<file path="config.mk">
export PLATFORM = sky130hd
export DESIGN_NAME = letter_digit_command_parser
export DESIGN_NICKNAME = d
export VERILOG_FILES = /design/src/design/ldcp_pkg.sv /design/src/design/letter_digit_command_parser.sv /design/src/design/ldcp_step.sv
export SDC_FILE = /design/constraint.sdc
export NUM_CORES = 1
export LEC_CHECK = 0
export ABC_AREA = 1
export BUFFER_PORTS_ARGS = -buffer_cell sky130_fd_sc_hd__buf_2
export CORE_UTILIZATION = 40
export CTS_CLUSTER_SIZE = 25
export DETAILED_ROUTE_END_ITERATION = 8
export PLACE_DENSITY = 0.58
export SLEW_MARGIN = 20
export SYNTH_ARGS = -nofsm -noshare
export SYNTH_HDL_FRONTEND = slang
export SYNTH_SLANG_ARGS = --single-unit
</file>
<file path="constraint.sdc">
create_clock -name i_clk -period 11.11 [get_ports i_clk]
set_clock_uncertainty 0.2 [all_clocks]
set_input_delay 1.111 -clock i_clk [delete_from_list [all_inputs] [get_ports i_clk]]
set_output_delay 1.111 -clock i_clk [all_outputs]
set_load 0.02 [all_outputs]
</file>
<file path="src/design/ldcp_pkg.sv">
// types and character codes for the letter and digit command parser
// no dependencies
package ldcp_pkg;

    localparam logic KIND_BYTE  = 1'b0;
    localparam logic KIND_TICK  = 1'b1;
    localparam logic EVENT_CMD  = 1'b0;
    localparam logic EVENT_HELP = 1'b1;

    localparam logic [7:0] CHAR_HELP    = 8'h3F;
    localparam logic [7:0] CHAR_ZERO    = 8'h30;
    localparam logic [7:0] CHAR_NINE    = 8'h39;
    localparam logic [7:0] CHAR_UPPER_A = 8'h41;
    localparam logic [7:0] CHAR_UPPER_Z = 8'h5A;
    localparam logic [7:0] CHAR_LOWER_A = 8'h61;
    localparam logic [7:0] CHAR_LOWER_Z = 8'h7A;

    localparam logic [7:0] CMD_CHANNEL  = 8'h43;
    localparam logic [7:0] CMD_SENS     = 8'h53;
    localparam logic [7:0] CMD_MIX      = 8'h46;
    localparam logic [7:0] CMD_EXPONENT = 8'h45;
    localparam logic [7:0] CMD_SW_MIX   = 8'h4D;
    localparam logic [7:0] CMD_SW_LR    = 8'h4C;
    localparam logic [7:0] CMD_SW_UD    = 8'h55;
    localparam logic [7:0] CMD_SW_SWAP  = 8'h41;
    localparam logic [7:0] CMD_VERBOSE  = 8'h56;

    localparam logic [3:0] SW_MIX  = 4'b0001;
    localparam logic [3:0] SW_LR   = 4'b0010;
    localparam logic [3:0] SW_UD   = 4'b0100;
    localparam logic [3:0] SW_SWAP = 4'b1000;

    localparam logic [1:0]  MAX_DIGITS      = 2'd3;
    localparam logic [9:0]  MAX_VALUE       = 10'd999;
    localparam logic [15:0] TIMEOUT_RESET   = 16'd1000;
    localparam logic [15:0] ELAPSED_MAX     = 16'hFFFF;

    typedef struct packed {
        logic       kind;
        logic [7:0] data_byte;
    } t_item;

    typedef struct packed {
        logic       event_kind;
        logic [7:0] command_letter;
        logic [9:0] command_value;
        logic       stored_changed;
        logic [9:0] channel_out;
        logic [9:0] sensitivity_out;
        logic [9:0] mix_factor_out;
        logic [9:0] exponent_out;
        logic [3:0] switches_out;
        logic       verbose_out;
    } t_result;

    typedef struct packed {
        logic [7:0]  pending_letter;
        logic [1:0]  digit_count;
        logic [9:0]  value_accum;
        logic [15:0] elapsed_ticks;
    } t_parse_state;

    typedef struct packed {
        logic [9:0] channel;
        logic [9:0] sensitivity;
        logic [9:0] mix_factor;
        logic [9:0] exponent;
        logic [3:0] switch_bits;
        logic       verbose;
    } t_settings;

endpackage

</file>
<file path="src/design/letter_digit_command_parser.sv">
// letter and digit command parser: top level with state and output buffer
// depends on ldcp_pkg and ldcp_step
// a result is registered in the output register, or the skid register if output stalls
// throughput: one transaction per cycle; a two-entry output buffer (output register and
// skid register) holds input off only while the skid register holds a waiting result
// reset: synchronous, active low; clears parser state, settings and buffer, and sets
// the timeout register to 1000 ticks
module letter_digit_command_parser (
    input  logic                i_clk,
    input  logic                i_rst_n,
    input  logic                i_in_valid,
    output logic                o_in_stall,
    input  ldcp_pkg::t_item     i_in_data,
    output logic                o_out_valid,
    input  logic                i_out_stall,
    output ldcp_pkg::t_result   o_out_data,
    input  logic                i_cfg_valid,
    output logic                o_cfg_ready,
    input  logic [15:0]         i_cfg_data
);

    ldcp_pkg::t_parse_state r_parse, n_parse, step_parse;
    ldcp_pkg::t_settings    r_set, n_set, step_set;
    logic [15:0]            r_timeout, n_timeout;
    logic                   r_out_valid, n_out_valid;
    logic                   r_skid_valid, n_skid_valid;
    ldcp_pkg::t_result      r_out, n_out;
    ldcp_pkg::t_result      r_skid, n_skid;
    ldcp_pkg::t_result      step_result;
    logic                   step_valid;
    logic                   in_accept;
    logic                   out_free;
    logic                   res_valid;

    ldcp_step u_step (
        .i_item   (i_in_data),
        .i_parse  (r_parse),
        .i_set    (r_set),
        .i_timeout(r_timeout),
        .o_parse  (step_parse),
        .o_set    (step_set),
        .o_valid  (step_valid),
        .o_result (step_result)
    );

    assign o_in_stall  = r_skid_valid;
    assign o_cfg_ready = 1'b1;
    assign o_out_valid = r_out_valid;
    assign o_out_data  = r_out;

    assign in_accept = i_in_valid && !r_skid_valid;
    assign res_valid = in_accept && step_valid;
    assign out_free  = !r_out_valid || !i_out_stall;

    always_comb begin
        n_parse      = in_accept ? step_parse : r_parse;
        n_set        = in_accept ? step_set : r_set;
        n_timeout    = (i_cfg_valid && o_cfg_ready) ? i_cfg_data : r_timeout;
        n_out_valid  = r_out_valid;
        n_skid_valid = r_skid_valid;
        n_out        = r_out;
        n_skid       = r_skid;
        if (out_free) begin
            if (r_skid_valid) begin
                n_out_valid  = 1'b1;
                n_out        = r_skid;
                n_skid_valid = 1'b0;
            end else begin
                n_out_valid = res_valid;
                n_out       = step_result;
            end
        end else if (res_valid) begin
            n_skid_valid = 1'b1;
            n_skid       = step_result;
        end
    end

    always_ff @(posedge i_clk) begin
        if (!i_rst_n) begin
            r_parse      <= '0;
            r_set        <= '0;
            r_timeout    <= ldcp_pkg::TIMEOUT_RESET;
            r_out_valid  <= 1'b0;
            r_skid_valid <= 1'b0;
        end else begin
            r_parse      <= n_parse;
            r_set        <= n_set;
            r_timeout    <= n_timeout;
            r_out_valid  <= n_out_valid;
            r_skid_valid <= n_skid_valid;
        end
    end

    always_ff @(posedge i_clk) begin
        r_out  <= n_out;
        r_skid <= n_skid;
    end

endmodule

</file>
<file path="src/design/ldcp_step.sv">
// next parser state, settings and result for one transaction
// depends on ldcp_pkg
module ldcp_step (
    input  ldcp_pkg::t_item        i_item,
    input  ldcp_pkg::t_parse_state i_parse,
    input  ldcp_pkg::t_settings    i_set,
    input  logic [15:0]            i_timeout,
    output ldcp_pkg::t_parse_state o_parse,
    output ldcp_pkg::t_settings    o_set,
    output logic                   o_valid,
    output ldcp_pkg::t_result      o_result
);

    logic [7:0]  c;
    logic        pending;
    logic        is_letter;
    logic        is_digit;
    logic [15:0] elapsed_inc;
    logic [13:0] acc_wide;
    logic [9:0]  acc_next;
    logic [1:0]  count_next;
    logic        apply;
    logic [9:0]  apply_val;
    logic        changed;

    assign c         = i_item.data_byte;
    assign pending   = (i_parse.pending_letter != 8'd0);
    assign is_letter = ((c >= ldcp_pkg::CHAR_LOWER_A) && (c <= ldcp_pkg::CHAR_LOWER_Z))
                    || ((c >= ldcp_pkg::CHAR_UPPER_A) && (c <= ldcp_pkg::CHAR_UPPER_Z));
    assign is_digit  = (c >= ldcp_pkg::CHAR_ZERO) && (c <= ldcp_pkg::CHAR_NINE);

    assign elapsed_inc = (i_parse.elapsed_ticks == ldcp_pkg::ELAPSED_MAX)
                       ? i_parse.elapsed_ticks : i_parse.elapsed_ticks + 16'd1;

    // value * 10 + digit, kept to ten bits
    assign acc_wide   = ({4'd0, i_parse.value_accum} << 3) + ({4'd0, i_parse.value_accum} << 1)
                      + {10'd0, c[3:0]};
    assign acc_next   = acc_wide[9:0];
    assign count_next = i_parse.digit_count + 2'd1;

    always_comb begin
        o_parse   = i_parse;
        o_set     = i_set;
        o_valid   = 1'b0;
        apply     = 1'b0;
        apply_val = i_parse.value_accum;
        changed   = 1'b0;
        o_result  = '0;

        if (i_item.kind == ldcp_pkg::KIND_TICK) begin
            o_parse.elapsed_ticks = elapsed_inc;
            if (pending && (i_parse.digit_count != 2'd0) && (elapsed_inc > i_timeout)) begin
                apply = 1'b1;
            end
        end else if (c == ldcp_pkg::CHAR_HELP) begin
            o_valid             = 1'b1;
            o_result.event_kind = ldcp_pkg::EVENT_HELP;
        end else if (is_letter) begin
            o_parse.pending_letter = c;
            o_parse.digit_count    = 2'd0;
            o_parse.value_accum    = 10'd0;
            o_parse.elapsed_ticks  = 16'd0;
        end else if (pending && is_digit) begin
            o_parse.value_accum = acc_next;
            o_parse.digit_count = count_next;
            if (count_next == ldcp_pkg::MAX_DIGITS) begin
                apply     = 1'b1;
                apply_val = acc_next;
            end
        end else if (pending && (i_parse.digit_count != 2'd0)) begin
            apply = 1'b1;
        end

        if (apply) begin
            changed = 1'b1;
            unique case (i_parse.pending_letter)
                ldcp_pkg::CMD_CHANNEL:  o_set.channel     = apply_val;
                ldcp_pkg::CMD_SENS:     o_set.sensitivity = apply_val;
                ldcp_pkg::CMD_MIX:      o_set.mix_factor  = apply_val;
                ldcp_pkg::CMD_EXPONENT: o_set.exponent    = apply_val;
                ldcp_pkg::CMD_SW_MIX:   o_set.switch_bits = (apply_val != 10'd0)
                    ? (i_set.switch_bits | ldcp_pkg::SW_MIX)
                    : (i_set.switch_bits & ~ldcp_pkg::SW_MIX);
                ldcp_pkg::CMD_SW_LR:    o_set.switch_bits = (apply_val != 10'd0)
                    ? (i_set.switch_bits | ldcp_pkg::SW_LR)
                    : (i_set.switch_bits & ~ldcp_pkg::SW_LR);
                ldcp_pkg::CMD_SW_UD:    o_set.switch_bits = (apply_val != 10'd0)
                    ? (i_set.switch_bits | ldcp_pkg::SW_UD)
                    : (i_set.switch_bits & ~ldcp_pkg::SW_UD);
                ldcp_pkg::CMD_SW_SWAP:  o_set.switch_bits = (apply_val != 10'd0)
                    ? (i_set.switch_bits | ldcp_pkg::SW_SWAP)
                    : (i_set.switch_bits & ~ldcp_pkg::SW_SWAP);
                ldcp_pkg::CMD_VERBOSE: begin
                    o_set.verbose = (apply_val != 10'd0);
                    changed       = 1'b0;
                end
                default:                changed = 1'b0;
            endcase
            o_parse.pending_letter  = 8'd0;
            o_parse.digit_count     = 2'd0;
            o_parse.value_accum     = 10'd0;
            o_valid                 = 1'b1;
            o_result.event_kind     = ldcp_pkg::EVENT_CMD;
            o_result.command_letter = i_parse.pending_letter;
            o_result.command_value  = apply_val;
            o_result.stored_changed = changed;
        end

        o_result.channel_out     = o_set.channel;
        o_result.sensitivity_out = o_set.sensitivity;
        o_result.mix_factor_out  = o_set.mix_factor;
        o_result.exponent_out    = o_set.exponent;
        o_result.switches_out    = o_set.switch_bits;
        o_result.verbose_out     = o_set.verbose;
    end

endmodule

</file>
* Word level (Yosys, flattened, before mapping)
Index checks and enable logic that the tools add are counted.
** Cells by class
- Bitwise gates (word level) :: 2
- Equal/unequal tests :: 15
- Mux-type cells :: 39
- $add $sub $neg :: 4
- Reductions and logical operators :: 25
- Order comparisons :: 7
** Operators with widths (count)
- $mux W10 :: 9
- $eq A8 B7 Y1 const B :: 9
- $mux W65 :: 1
- $mux W20 :: 3
- $mux W16 :: 3
- $mux W45 :: 1
- $mux W36 :: 1
- $mux W12 :: 2
- $add A16 B1 Y16 const B :: 1
- $eq A16 B16 Y1 const B :: 1
- $ge A8 B7 Y1 const B :: 2
- $gt A16 B16 Y1 :: 1
- $le A8 B7 Y1 const B :: 2
- $pmux W4 S4 :: 1
- $mux W1 :: 14
- $add A10 B10 Y10 :: 1
- $add A10 B4 Y10 :: 1
- $reduce_bool A10 Y1 :: 1
- $eq A8 B6 Y1 const B :: 1
- $ge A8 B6 Y1 const B :: 1
- $le A8 B6 Y1 const B :: 1
- $logic_and A1 B1 Y1 :: 8
- $mux W8 :: 1
- $reduce_and A4 Y1 :: 2
- other kinds (17) :: 24
** Storage, ports and cells
- Bits in registers :: 229
- Output and inout bits :: 68

* Longest topological paths before layout
- Depth in word-level cells :: 12
- Gate-level depth with buffers :: 27
- Gate-level depth less buffers :: 25

* Modules after synthesis
A second synthesis with hierarchy kept.
** Unflattened totals
- Cell total of the unflattened synthesis :: 1515
- Area total of the unflattened synthesis :: 12179.2 um2
** By module, submodules not included
- letter_digit_command_parser :: cells an instance 864, area an instance 8748.4 um2, seq. area each 5885.6 um2, instances 1
- ldcp_step :: cells an instance 651, area an instance 3430.8 um2, seq. area each 0.0 um2, instances 1

* Least setup slack after synthesis
No wires, ideal clock.
- Path kind :: input -> register
- From :: input i_out_stall
- To :: register r_skid[0] (netlist name), enable pin
- Data required time :: 10422 ps
- Setup time :: 488 ps
- Cell stages on the path :: 2
- Arrival time :: 5491 ps
- Buffers on the path :: 0
- Path slack :: 4931 ps
- Cells stage by stage :: nand2_1 nor2_1
** Between the ends
- Word-level cells in the longest chain between the ends :: 4
** RTL lines
- start: declaration :: RTL line letter_digit_command_parser.sv:15 : input logic i_out_stall,
- $logic_not A1 Y1 :: RTL line letter_digit_command_parser.sv:53 : assign out_free = !r_out_valid || !i_out_stall;
- $logic_or A1 B1 Y1 :: RTL line letter_digit_command_parser.sv:53
- $not A1 Y1 (no source line)
- $reduce_and A2 Y1 (no source line)
- end signal: assignment :: RTL line letter_digit_command_parser.sv:96 : r_skid <= n_skid;
- end: declaration :: RTL line letter_digit_command_parser.sv:28 : ldcp_pkg::t_result r_skid, n_skid;
Every way passes these cells.
A chain may end at the register's enable or synchronous reset.

* Worst setup path in the final report
- From :: register r_parse[0] (netlist name)
- To :: register r_skid[37] (netlist name), enable pin
** Between the ends
- Word-level cells in the longest chain between the ends :: 9
- Elaborated cells on any way between the ends :: 10
- Classes of those cells :: add/sub (1); order compare (1); eq/ne (1); mux (4); reduce/logical (3)
** RTL lines
- start: declaration :: RTL line letter_digit_command_parser.sv:22 : ldcp_pkg::t_parse_state r_parse, n_parse, step_parse;
- start signal: assignment :: RTL line letter_digit_command_parser.sv:86 : r_parse <= n_parse;
- $add A16 B1 Y16 / $eq A16 B16 Y1 (equally long branches) :: RTL line ldcp_step.sv:33, ldcp_step.sv:32
- $mux W16 (*) :: RTL line ldcp_step.sv:33 : ? i_parse.elapsed_ticks : i_parse.elapsed_ticks + 16'd1;
- $gt A16 B16 Y1 (*) :: RTL line ldcp_step.sv:52 : if (pending && (i_parse.digit_count != 2'd0) && (elapsed_inc > i_timeout)) begin
- $logic_and A1 B1 Y1 (*) :: RTL line ldcp_step.sv:52
- $mux W1 (*) :: RTL line ldcp_step.sv:52
- $mux W1 (*) :: RTL line ldcp_step.sv:50 : if (i_item.kind == ldcp_pkg::KIND_TICK) begin
- $mux W1 (*) :: RTL line ldcp_step.sv:74 : if (apply) begin
- $logic_and A1 B1 Y1 (*) :: RTL line letter_digit_command_parser.sv:52 : assign res_valid = in_accept && step_valid;
- $reduce_and A2 Y1 (no source line) (*)
Mark *: on every way between the ends. The rest lies on a longest branch, timed or not.

==> flow_summary.toml <==
[timing]
fin_crit_ns = 4.459
fmax_mhz = 224.2
rsz0062_at_grt = "no"
setup_viol = 0
hold_viol = 0
slew_headroom = 0.3715
slew_violations = 0
tightestPinTransition_ns = 0.9427
fin_crit_sh = 0.4014
fin_setup_tns_ns = 0

[clock_network]
htree_levels = 1
cts_buffers = 26
root_buffer = "clkbuf_16"
cts_tree = "built"
post_cts_resize_count = 0
insertion_delay_ns = 0.54
cts_setup_buffers = 0
path_clk_slew_ns = 0.06
cts.sinks = 229
cts_buffer_depth = 3
hold_buffers = 0

[final_layout]
register_area_um2 = 5887
fillCellCount = 2686
antennaDiodeCount = 0
multi_input_area_um2 = 4494
drive_above_1_share = 0.1711
nNetsFinal = 1471
syn_to_final_growth_pct = 14.58

[setup_path]
worstReg2RegEnd = "r_skid[37]$_DFFE_PP_"
worstPathCellList = "nand3_1, nor3_1, nand4_1, nor2_1, nand2_1, a21o_1, ha_1, nand2_1, inv_1, nand3_1, nor2_1, nand2_1, nand2_1, nand2_1, nand2_2, o21ai_2, nor2_4, buf_4"
critPathArrivalTime_ns = 4.42
r2r_cells = 18
path_class = "reg2reg"
cpMostUsedCell = "nand2_1"
worstPathRequired_ns = 11.07
crit_path_end = "r_skid[37]$_DFFE_PP_"
slowest_delay_ns = 0.67
cp-startpoint = "r_parse[0]$_SDFFE_PN0P_"
r2r-start = "r_parse[0]$_SDFFE_PN0P_"
rrSetupSlack_ns = 6.65
cp-end-kind = "flop"
cp_max_fo = 65
slowest_stage = "buf_4"
cp-start-kind = "flop"

[yosys]
ys_types = 45
avgSynthCellArea_um2 = 8.444
async_flop_share = 0
yosysMostFrequentCell = "nand2_1"
ys_seq_area_frac = 0.5252
synth_warnings = 0
synth-main-ff-cell = "edfxtp_1"
synthSimpleGateAreaFrac = 0.2448
synthAdderAreaFrac = 0.04042
synth_compound_area_frac = 0.1054
synth_commonest_cells = "nand2_1, nor2_1, inv_1"
synthCells = 1327
synth_edf_count = 130
synth.area.mux_share = 0
netlist_area_um2 = 11210
ys_ff_latch = 229
synthXorXnorAreaFrac = 0.008598
syn-num-nets = 1392
synth.area.top_cells = "edfxtp_1, dfxtp_1, nand2_1"
synth_top_family_by_area = "simple AND/OR/NAND/NOR gates"
yosysTopAreaCellShare = 0.3484
synth_top_area_cell = "edfxtp_1"

[outcome]
status = "finished, final reports clean"

[global_routing]
grt_overflow = 0
grt_max_degree = 78
antenna_found_initial = 1
grt_pass1_vias = 8213
track_usage = 0.1848
grt_pass1_wl_um = 42410

[pwr]
vdd_ir_drop_max_v = 0.00009267
cellPowerDensity_nw_per_um2 = 151.6
power_mw = 1.946
p_leak_nw = 6.027

[detailed_routing]
detail_route.wl_per_cell_um = 14.42
drc = 0
totalWireLength_um = 25930
initialDrtViolationCount = 525
routed_via_density = 4.834
antenna_left = 0
drt_pass1_iterations = 6
num_vias = 8692

[place]
hpwlAfterDp_um = 16870
gp_congestion = 0.8661
port_buffers = 96

[floorplan]
core-area_um2 = 27250
num_io_pins = 98
start_util = 0.4112
row_count = 60
die_x_um = 169.4
dieArea_um2 = 28690
die_h_um = 169.4

[worst_hold_path]
hold_start = "r_timeout[3]$_SDFFE_PN1P_"
hp-class = "reg2reg"

[flow_run]
cap_violations = 0
==> registers in the layout, summed over array words and instances (netlist names) <==
name         flops
o_out_valid      1
r_skid          65
r_set           45
r_timeout       16
o_in_stall       1
r_parse         36
o_out_data      65
==> per-layer routing <==
metal	vias up	GRT usage	share of wire	routed length, µm
met1	4053	0.2412	0.47	12180
met3	40	0.02659	0.040	1027
met4	0	0.05249	0.019	505
li1	4449	-	-	-
met5	-	0	0	0
met2	150	0.3179	0.47	12220
==> worst min path at each step <==
stage | end | slack, ns | cells past startpoint
global route | r_timeout[1]$_SDFFE_PN0P_ | 0.30 | 2
floorplan | r_timeout[15]$_SDFFE_PN0P_ | 0.24 | 2
finish | r_timeout[3]$_SDFFE_PN1P_ | 0.26 | 2
detailed placement | r_timeout[3]$_SDFFE_PN1P_ | 0.26 | 2
CTS | r_timeout[3]$_SDFFE_PN1P_ | 0.27 | 2
global placement | r_timeout[3]$_SDFFE_PN1P_ | 0.26 | 2
==> cell usage in the layout (no fill, tap or decap), types with 4 or more instances in the layout <==
master	instances
nor2_1	166
o21ai_1	43
nand2_2	22
nor3_1	10
clkbuf_16	26
nand3_1	35
a21oi_1	52
buf_4	7
nor2_2	8
o21ai_2	44
bufinv_16	4
inv_2	6
inv_1	145
dfxtp_1	98
buf_2	96
xor2_1	8
nand4_1	18
nand2_1	370
edfxtp_1	130
o21ai_0	46
clkinv_2	5
ha_1	33
clkinv_1	9
nand3_2	4
nand2_4	4
==> per-stage QoR <==
| stage | worst slack, ns | std cells | hold WS [ns] | util | area (µm²) |
|---|---|---|---|---|---|
| floorplan | 4.931 | 1327 | 0.2360 | - | 11210 |
| global route | 6.090 | 1798 | 0.3047 | 0.4712 | 12840 |
| detailed placement | 6.603 | 1750 | 0.2613 | 0.4390 | 11960 |
| global placement | 6.672 | 1750 | 0.2618 | 0.4389 | 11960 |
| finish | 6.651 | 1798 | 0.2643 | 0.4712 | 12840 |
| CTS | 6.583 | 1798 | 0.2696 | 0.4712 | 12840 |
==> layout make-up <==
cell class / count / area share
Clock buffer: 28 / 0.05126
Timing Repair Buffer: 103 / 0.04151
Clock inverter: 20 / 0.01705
Tap cell: 372 / 0.03625
Multi-Input combinational cell: 891 / 0.3500
Sequential cell: 229 / 0.4585
Inverter: 155 / 0.04541
==> cells by family (layout without fill, tap and decap cells) <==
family | Yosys count | in the layout
other | 1 | 1
flip-flops | 229 | 229
XOR/XNOR | 11 | 11
AND/OR/NAND/NOR | 649 | 649
adder cells (fa/ha/maj) | 35 | 35
AO/OA/AOI/OAI | 195 | 195
buffers and inverters | 207 | 306
==> worst max-delay path, delay by kind of cell (launching register included) <==
kind | cells | cell delay (ns)
AO/OA/AOI/OAI | 2 | 0.34
buffers and inverters | 2 | 0.73
adder cells (fa/ha/maj) | 1 | 0.29
AND/OR/NAND/NOR | 13 | 2.01
flip-flops | 1 | 0.42
==> power by group <==
| group | total (mW) | internal, mW | switching (mW) |
|---|---|---|---|
| Clock | 0.874 | 0.523 | 0.351 |
| Sequential | 0.930 | 0.919 | 0.0102 |
| Combinational | 0.142 | 0.0461 | 0.0959 |
| Total | 1.95 | 1.49 | 0.457 |
(Power assumes the default switching activity.)
